`src/hdl/lbe_pkg.sv`:
```
package lbe_pkg;

  localparam int unsigned ValW  = 32;
  localparam int unsigned DivW  = 64;
  localparam int unsigned DvsW  = 33;
  localparam int unsigned StepW = 25;

  localparam logic signed [ValW-1:0] QOne = 32'sh0100_0000;
  localparam logic signed [ValW-1:0] QMax = 32'sh7fff_ffff;
  localparam logic signed [ValW-1:0] QMin = 32'sh8000_0000;

  typedef enum logic [1:0] {
    CMD_LOAD  = 2'd0,
    CMD_EVAL  = 2'd1,
    CMD_DERIV = 2'd2,
    CMD_NONE  = 2'd3
  } cmd_e;

  typedef enum logic [1:0] {
    STAT_OK   = 2'd0,
    STAT_ZERO = 2'd1,
    STAT_IDX  = 2'd2,
    STAT_SAT  = 2'd3
  } status_e;

  typedef enum logic [1:0] {
    REG_NODE_COUNT  = 2'd0,
    REG_BASIS_INDEX = 2'd1,
    REG_STEP_SIZE   = 2'd2,
    REG_NONE        = 2'd3
  } reg_e;

  typedef struct packed {
    logic signed [ValW-1:0] value;
    logic                   sat;
  } sq_t;

  // signed result from magnitude and sign, clamped to Q8.24
  function automatic sq_t signed_quot(logic [DivW-1:0] mag, logic neg);
    sq_t r;
    r.sat = 1'b0;
    if (neg) begin
      if (mag > 64'h8000_0000) begin
        r.value = QMin;
        r.sat   = 1'b1;
      end else begin
        r.value = ValW'(-mag);
      end
    end else begin
      if (mag > 64'h7fff_ffff) begin
        r.value = QMax;
        r.sat   = 1'b1;
      end else begin
        r.value = ValW'(mag);
      end
    end
    return r;
  endfunction

endpackage

```
`src/hdl/lbe_node_table.sv`:
```
module lbe_node_table
  import lbe_pkg::*;
#(
  parameter int unsigned MAX_NODES = 16,
  localparam int unsigned IdxW = (MAX_NODES > 1) ? $clog2(MAX_NODES) : 1
) (
  input  logic                   clk_i,
  input  logic                   wr_en_i,
  input  logic [IdxW-1:0]        wr_idx_i,
  input  logic signed [ValW-1:0] wr_data_i,
  input  logic [IdxW-1:0]        rd_idx_i,
  output logic signed [ValW-1:0] rd_data_o
);

  logic signed [ValW-1:0] mem_q [MAX_NODES];

  always_ff @(posedge clk_i) begin
    if (wr_en_i) begin
      mem_q[wr_idx_i] <= wr_data_i;
    end
  end

  assign rd_data_o = mem_q[rd_idx_i];

endmodule

```
`config.mk`:
```
export PLATFORM = sky130hd
export DESIGN_NAME = lbe_node_table
export DESIGN_NICKNAME = d
export VERILOG_FILES = /design/src/hdl/lbe_pkg.sv /design/src/hdl/lbe_node_table.sv
export SDC_FILE = /design/constraint.sdc
export NUM_CORES = 1
export LEC_CHECK = 0
export ABC_AREA = 1
export BUFFER_PORTS_ARGS = -buffer_cell sky130_fd_sc_hd__buf_2
export CORE_MARGIN = 4
export CORE_UTILIZATION = 60
export DETAILED_ROUTE_END_ITERATION = 10
export PLACE_DENSITY_LB_ADDON = 0.08
export SYNTH_ARGS = -nofsm -noshare
export SYNTH_HDL_FRONTEND = slang
export SYNTH_SLANG_ARGS = --single-unit
```
`constraint.sdc`:
```
create_clock -name clk_i -period 4.8 [get_ports clk_i]
set_input_delay 0.72 -clock clk_i [delete_from_list [all_inputs] [get_ports clk_i]]
set_output_delay 0.72 -clock clk_i [all_outputs]
set_load 0.005 [all_outputs]
```
==> qor.txt <==
number of nets with antenna violations after routing: 0
Max VDD drop: 0.344 mV
# fillers: 2756
Final HPWL DP: 25.8 mm
Net Sw Frac: 0.218
slew margin rel.: 0.251
post-layout util: 0.667
via count: 14.2k
ANT cells: 0
Syn Nets: 2130
Synth Area per Inst: 10.6 um2
Die X: 200 um
f_max: 305 MHz
vias per cell: 5.35
Core Rows: 70
clk sinks: 512
Post-Route Setup TNS: 0 ps
vias in the first global route: 13.6k
Largest regs: mem_q x512
Critical Path RT: 4080 ps
Die Y: 200 um
Worst-Margin Slew: 1120 ps
Final Hold Fails: 0
RSZ-0062 raised after global routing: false
Logic pwr share: 0.063
warnings from Yosys: 0
Global Route Usage Sum: 0.256
PostCTS Resize Cnt: 0
DRT Pass-1 Iters: 5
register bit total from synthesis: 512
Cell variety after synth: 14
Crit Path Max Fanout: 77
Int Pwr: 7290 uW
Pwr Total: 9330 uW
Tcrit/Tclk final: 0.684
DR top layer: met4
Hold Buf Count CTS: 0
core area: 0.0364 mm2
routed wl met2: 25.2 mm
Clock power frac: 0.397
Setup crit start kind: input pin
final non-filler cell total: 2647
DRT Wirelength: 50.8 mm
Avg WL per Cell: 19.2 um
leakage power: 0.0104 uW
IO buf count: 73
Ports: 74
HP Class: in -> reg
CTS tree: built
cell count after synthesis: 2088
remaining global-route overflow: 0
initial antenna violation count: 0
Top reg by flops: mem_q
M1 WL: 20.9 mm
# DRC: 0
met3 WL post-DR: 3.28 mm
critical path class: in -> out
crit path capture type: primary output
Psw: 2040 uW
post-route setup slack: 1520 ps
Inst Count DP: 2556
Iter 0 DRT Violations: 1258
max-slew violations: 0
status: finished clean
Initial Utilization: 0.606
share of cells above drive strength 1: 0.0863
max FFs per register: 512
Final Net Count: 2183
sequential area share after synthesis: 0.696
area leader, netlist: edfxtp_1
pin count of the biggest net entering global routing: 147
first-pass GRT wire length: 77.4 mm
area of the die: 0.0400 mm2
H-tree Lvls: 2
Final setup viols: 0
max cap viols: 0
Root Driver: clkbuf_16
Synth top area share: 0.696
Final Wtd Congestion: 0.763
crit path DAT: 2560 ps
clk slew on worst S/H paths: 60 ps
Setup Fix Bufs, Post-CTS: 0
CTS Buf Count: 51
Syn Std Cell Area: 0.0221 mm2
synthesis-to-finish area growth: 9.95%
deepest clock path buffer count: 3
Synth area leaders: edfxtp_1 70%, nand2_1 12%, nand3_1 8.7%
post-route minimum period: 3280 ps
Setup WS pre-CTS: 1550 ps
register share of total power: 0.540
pwr dens: 384 mW/mm2
-- cell usage in the layout (no fill, tap or decap) --
master     instances
buf_2             71
nor2_1             1
bufinv_16          2
clkinv_2           8
inv_4              1
buf_4             30
buf_12             3
inv_8              1
inv_1            386
clkinv_1          14
nand2_1          677
nand3_1          385
inv_2              2
clkbuf_1          14
nor2_4            16
clkbuf_8           1
edfxtp_1         512
nand3b_1           2
clkbuf_16         53
-- routing by layer --
layer	track usage	vias up
li1	-	6841
met1	0.342	6743
met2	0.442	472
met3	0.0354	98
met4	0.0848	0
met5	0	-
-- cell usage after synthesis (all sizes together) --
cell type  count
buf           91
clkbuf        14
nor2          17
nand3        385
nand2        677
inv          390
edfxtp       512
nand3b         2
-- area by class of cell --
type | count | area (um2) | share of cell area
sequential | 512 | 15400 | 0.633
multi-input combinational | 1081 | 4670 | 0.192
inverter | 390 | 1470 | 0.0607
clock buffer | 67 | 1380 | 0.0568
timing repair buffer | 105 | 654 | 0.0269
tap | 468 | 586 | 0.0241
clock inverter | 24 | 153 | 0.00629
-- power groups by stage --
stage / registers (uW) / logic (uW) / clock network [uW]
CTS: 5030 / 592 / 3760
detailed placement: 5130 / 589 / 0
global placement: 5120 / 580 / 0
global route: 5040 / 657 / 3950
floorplan: 5130 / 370 / 0
finish: 5030 / 589 / 3710
-- kinds of logic (layout without fill, tap and decap cells) --
kind of cell	count (synthesis)	count (layout)	share of synthesized area
DFF	512	512	0.696
buffers and inverters	495	586	0.0982
and+or+nand+nor	1081	1081	0.206
-- critical path, cell delays in order --
cell	delay [ps]
clkbuf_8	250
inv_8	420
buf_4	440
nand2_1	90
nand2_1	70
nand2_1	50
nand3_1	100
nand3_1	70
nand2_1	190
buf_2	140
-- metrics by stage --
step	hold WS, ps	cell area (um2)
floorplan	819	22100
global route	503	24300
global placement	1100	22800
CTS	489	24300
finish	516	24300
detailed placement	1110	22800
-- final timing paths --
path | slack (ps) | end | cells past startpoint | startpoint
max | 1520 | rd_data_o[19] | 10 | rd_idx_i[0]
min | 520 | mem_q[15][24] | 1 | wr_data_i[24]
No activity file was read; power rests on OpenSTA's default activity.
