===== src/hdl/lbe_pkg.sv =====
package lbe_pkg;

  localparam int unsigned ValW  = 32;
  localparam int unsigned DivW  = 64;
  localparam int unsigned DvsW  = 33;
  localparam int unsigned StepW = 25;

  localparam logic signed [ValW-1:0] QOne = 32'sh0100_0000;
  localparam logic signed [ValW-1:0] QMax = 32'sh7fff_ffff;
  localparam logic signed [ValW-1:0] QMin = 32'sh8000_0000;

  typedef enum logic [1:0] {
    CMD_LOAD  = 2'd0,
    CMD_EVAL  = 2'd1,
    CMD_DERIV = 2'd2,
    CMD_NONE  = 2'd3
  } cmd_e;

  typedef enum logic [1:0] {
    STAT_OK   = 2'd0,
    STAT_ZERO = 2'd1,
    STAT_IDX  = 2'd2,
    STAT_SAT  = 2'd3
  } status_e;

  typedef enum logic [1:0] {
    REG_NODE_COUNT  = 2'd0,
    REG_BASIS_INDEX = 2'd1,
    REG_STEP_SIZE   = 2'd2,
    REG_NONE        = 2'd3
  } reg_e;

  typedef struct packed {
    logic signed [ValW-1:0] value;
    logic                   sat;
  } sq_t;

  // signed result from magnitude and sign, clamped to Q8.24
  function automatic sq_t signed_quot(logic [DivW-1:0] mag, logic neg);
    sq_t r;
    r.sat = 1'b0;
    if (neg) begin
      if (mag > 64'h8000_0000) begin
        r.value = QMin;
        r.sat   = 1'b1;
      end else begin
        r.value = ValW'(-mag);
      end
    end else begin
      if (mag > 64'h7fff_ffff) begin
        r.value = QMax;
        r.sat   = 1'b1;
      end else begin
        r.value = ValW'(mag);
      end
    end
    return r;
  endfunction

endpackage


===== src/hdl/lbe_divider.sv =====
module lbe_divider
  import lbe_pkg::*;
(
  input  logic            clk_i,
  input  logic            rst_ni,
  input  logic            start_i,
  input  logic [DivW-1:0] dividend_i,
  input  logic [DvsW-1:0] divisor_i,
  output logic            busy_o,
  output logic            done_o,
  output logic [DivW-1:0] quot_o
);

  localparam int unsigned CntW = $clog2(DivW);

  logic [DvsW-1:0] rem_q, rem_d;
  logic [DvsW-1:0] dvs_q;
  logic [DivW-1:0] quo_q, quo_d;
  logic [CntW-1:0] cnt_q;
  logic            busy_q, done_q;
  logic [DvsW:0]   rem_sh;
  logic [DvsW:0]   diff;

  // restoring division, one quotient bit per cycle
  always_comb begin
    rem_sh = {rem_q, quo_q[DivW-1]};
    diff   = rem_sh - {1'b0, dvs_q};
    if (!diff[DvsW]) begin
      rem_d = diff[DvsW-1:0];
      quo_d = {quo_q[DivW-2:0], 1'b1};
    end else begin
      rem_d = rem_sh[DvsW-1:0];
      quo_d = {quo_q[DivW-2:0], 1'b0};
    end
  end

  always_ff @(posedge clk_i or negedge rst_ni) begin
    if (!rst_ni) begin
      busy_q <= 1'b0;
      done_q <= 1'b0;
      cnt_q  <= '0;
      rem_q  <= '0;
      quo_q  <= '0;
      dvs_q  <= '0;
    end else begin
      done_q <= 1'b0;
      if (start_i) begin
        busy_q <= 1'b1;
        cnt_q  <= CntW'(DivW - 1);
        rem_q  <= '0;
        quo_q  <= dividend_i;
        dvs_q  <= divisor_i;
      end else if (busy_q) begin
        rem_q <= rem_d;
        quo_q <= quo_d;
        cnt_q <= cnt_q - 1'b1;
        if (cnt_q == '0) begin
          busy_q <= 1'b0;
          done_q <= 1'b1;
        end
      end
    end
  end

  assign busy_o = busy_q;
  assign done_o = done_q;
  assign quot_o = quo_q;

  a_done_after_busy: assert property (@(posedge clk_i) disable iff (!rst_ni)
    done_q |-> $past(busy_q))
    else $error("divider done without a pass");
  a_no_restart: assert property (@(posedge clk_i) disable iff (!rst_ni)
    start_i |-> !busy_q)
    else $error("divider restarted while busy");
  a_rem_below: assert property (@(posedge clk_i) disable iff (!rst_ni)
    busy_q |-> rem_q < dvs_q)
    else $error("remainder not below divisor");

endmodule


===== config.mk =====
export PLATFORM = sky130hd
export DESIGN_NAME = lbe_divider
export DESIGN_NICKNAME = d
export VERILOG_FILES = /design/src/hdl/lbe_pkg.sv /design/src/hdl/lbe_divider.sv
export SDC_FILE = /design/constraint.sdc
export NUM_CORES = 1
export LEC_CHECK = 0
export BUFFER_PORTS_ARGS = -buffer_cell sky130_fd_sc_hd__buf_2
export CORE_MARGIN = 4
export CORE_UTILIZATION = 50
export CTS_CLUSTER_DIAMETER = 40
export CTS_CLUSTER_SIZE = 25
export DETAILED_ROUTE_END_ITERATION = 6
export GPL_TIMING_DRIVEN = 0
export HOLD_SLACK_MARGIN = 0.12
export PLACE_DENSITY = 0.77
export SETUP_SLACK_MARGIN = 0.1
export SYNTH_ARGS = -nofsm -noshare
export SYNTH_HDL_FRONTEND = slang
export SYNTH_SLANG_ARGS = --single-unit

===== constraint.sdc =====
create_clock -name clk_i -period 3.2 [get_ports clk_i]
set_input_delay 0.16 -clock clk_i [delete_from_list [all_inputs] [get_ports clk_i]]
set_output_delay 0.16 -clock clk_i [all_outputs]
set_load 0.01 [all_outputs]

==> run metrics <==
DRC errors left 0; top-count cell post-synth dfrtp_1; status complete, no violations; CTS root buffer clkbuf_16; Final Cell Area 0.01113 mm^2; Starting Density 51.13%; Pleak 0.005602 uW; Synth-to-Final Area Change 36.52%; Pre-Repair DR Iteration Count 7; R2R depth 11; worst path arrival time 3340 ps; Mapped Nets 1,050; endpoints failing setup 0; Sw Pwr 2925 uW; ys flop type dfrtp_1; width of the die 135.7 um; Critical Path, Cell by Cell ha_1 -> buf_4 -> a21o_1 -> a2111o_1 -> a21oi_4 -> o21ai_4 -> and2_4 -> o311ai_2 -> buf_4 -> a211oi_1 -> a311oi_1; Ys Warns 0; Comb power frac 43.4%; Initial DRC Count 730; peak-usage layer in the global routing report met2; worst skew pair latency 440 ps; first-pass GRT wire length 42,780 um; H-tree depth 4; CP Max Fanout 10; initial antenna violation count 0; sequential power share 30.1%; GR Util met2 48.37%; headroom to the max-slew limit 47.78%; remaining antenna violation count 0; clock network fraction of total power 26.5%; dpl cell area 0.009276 mm^2; Final #Nets 1,343; worst-margin pin slew 783.3 ps; met1 usage 38.50%; Hold Startpoint start_i; Die ar. 0.01841 mm^2; total of max-cap violations 0; PwrDens 675.2 mW/mm^2; final max-slew violation count 0; clock tree sinks 138; Post-Route Skew 13.96 ps; Fin. Hold Viols 0; clock buffer depth 2; Post-DP HPWL 17,060 um; WHS Endpoint quot_o[57]; Die Span Y 135.7 um; CP Class reg2reg; CP required 3490 ps; sequential fraction of the synthesis area 42.36%; worst hold path depth 2; total routed wirelength 27,360 um; Routability Congestion 0.9407; crit path launch type register; boundary pin count 166; ant diodes 0; RSZ-0062 raised after global routing true; total grt overflow 0; vias per cell 5.825; register clock-pin slew on the reported worst setup and hold paths 60 ps; CP max stage delay 390 ps; top post-synthesis cells by area dfrtp_1, o21ai_0, mux2i_1, nand2_1, ha_1; cells after synthesis 914; fin crit period 3049 ps; maximum vdd ir drop 0.4568 mV; post-layout util 69.80%; Top cell by count, worst path buf_4; final setup TNS 0 ps; number of global-route vias before repair 8,216; Cell Int Power 4590 uW; Reg-to-Reg Start rem_q[11]; number of distinct library cells after synthesis 67; ys async rst share 100.0%; most frequent cells after synthesis dfrtp_1, o21ai_0, nand2_1; f_max 328.0 MHz; Synth area leader dfrtp_1; number of flops mapped to enable cells by yosys 0; core area 0.01594 mm^2; top cell type's share of synthesized area 42.36%; TritonCTS clock tree yes; row cnt 46; FF+latch count, synth 138; Net Sw Frac 38.92%; synthesized area per cell 8.919 um^2; R2R Setup Slk 150 ps; Crit. End Element register; TritonCTS Buffers 17; met3 usage 6.278%; layout cell share with drive strength beyond 1 21.56%; critical path's slowest cell dfrtp_1; GRT Util Overall 29.52%; detailed-route via count 8,365; Final period util 95.28%; largest net degree at the start of global routing 93; Hold Path Class in2reg; Syn Std Cell Area 0.008152 mm^2; routed length per placed instance 19.05 um; RR Endpoint rem_q[29]; port buffer count 164
-- worst max-delay path, delay by kind of cell (launching register included) --
family	cells	cell delay (ps)
and+or+nand+nor	1	190
buffers and inverters	2	440
DFF	1	390
AOI/OAI and AO/OA	7	1590
adders and majority gates	1	290
-- cells by family (layout without fill, tap and decap cells) --
logic type | count (synthesis) | after routing | share of synthesized area (%)
muxes | 64 | 64 | 7.874
adders and majority gates | 36 | 36 | 5.618
xor gates and xnor gates | 29 | 29 | 3.116
and+or+nand+nor | 266 | 266 | 14.54
buffers and inverters | 108 | 414 | 5.296
AOI/OAI and AO/OA | 273 | 273 | 21.20
DFF | 138 | 138 | 42.36
-- power groups by stage --
| stage | registers, uW | clock network [uW] | logic (uW) |
|---|---|---|---|
| after floorplan | 2220 | 0 | 2050 |
| after global placement | 2250 | 0 | 2740 |
| after detailed placement | 2260 | 0 | 2800 |
| after CTS | 2230 | 2010 | 3010 |
| after global routing | 2280 | 2090 | 3550 |
| final | 2260 | 1990 | 3260 |
-- per-layer routing --
| layer | vias to the layer above | part of all wire (%) |
|---|---|---|
| li1 | 3841 | - |
| met1 | 3998 | 41 |
| met2 | 437 | 48 |
| met3 | 89 | 7.6 |
| met4 | 0 | 3.7 |
| met5 | - | 0 |
-- cells in the final DEF (no fill, tap or decap), types with 17 or more instances in the layout --
cell and instances:
buf_2 165, dfrtp_1 137, o21ai_0 132, nand2_1 128
dlygate4sd3_1 99, mux2i_1 63, nor2_1 53, clkbuf_1 42
inv_1 40, nand3_1 30, a21oi_1 27, ha_1 26
a311oi_1 23, xnor2_1 18, clkbuf_16 17
-- flip-flops by register name (all words and copies together), names as in the netlist --
signal	cells
quot_o	64
done_o	1
rem_q	33
dvs_q	33
busy_o	1
cnt_q	6
-- per-stage QoR --
step	power, uW	hold slack (ps)	setup slack [ps]	cells
5_1_grt	7923	161.9	57.01	1436
2_1_floorplan	4272	-135.6	326.9	914
6_report	7514	146.0	151.0	1436
4_1_cts	7254	120.7	102.7	1430
3_3_place_gp	4993	366.5	-281.1	1294
3_5_place_dp	5052	119.4	-290.3	1295
-- area by class of cell --
cell class	instances	area (um^2)
Clock inverter	15	160.2
Tap cell	216	270.3
Sequential cell	138	3455
Multi-Input combinational cell	668	4415
Buffer	62	305.3
Fill cell	1156	4815
Timing Repair Buffer	274	1924
Clock buffer	17	425.4
Inverter	46	172.7
-- worst max-delay path by stage --
| stage | startpoint | to | depth (start not counted) |
|---|---|---|---|
| 2_1_floorplan | rem_q[5] | rem_q[30] | 11 |
| 3_3_place_gp | dvs_q[1] | rem_q[28] | 12 |
| 4_1_cts | rem_q[17] | rem_q[25] | 13 |
| 5_1_grt | rem_q[10] | rem_q[28] | 11 |
| 3_5_place_dp | dvs_q[1] | rem_q[29] | 12 |
| 6_report | rem_q[11] | rem_q[29] | 11 |
-- what timing repair did --
action                                  CTS  global route
endpoints found under the setup margin   34            34
hold buffers                             99             0
hold endpoints to repair                143             0
setup buffers                             4             6
gates resized for setup                  20            43
pin swaps                                 6            21
(Power assumes the default switching activity.)
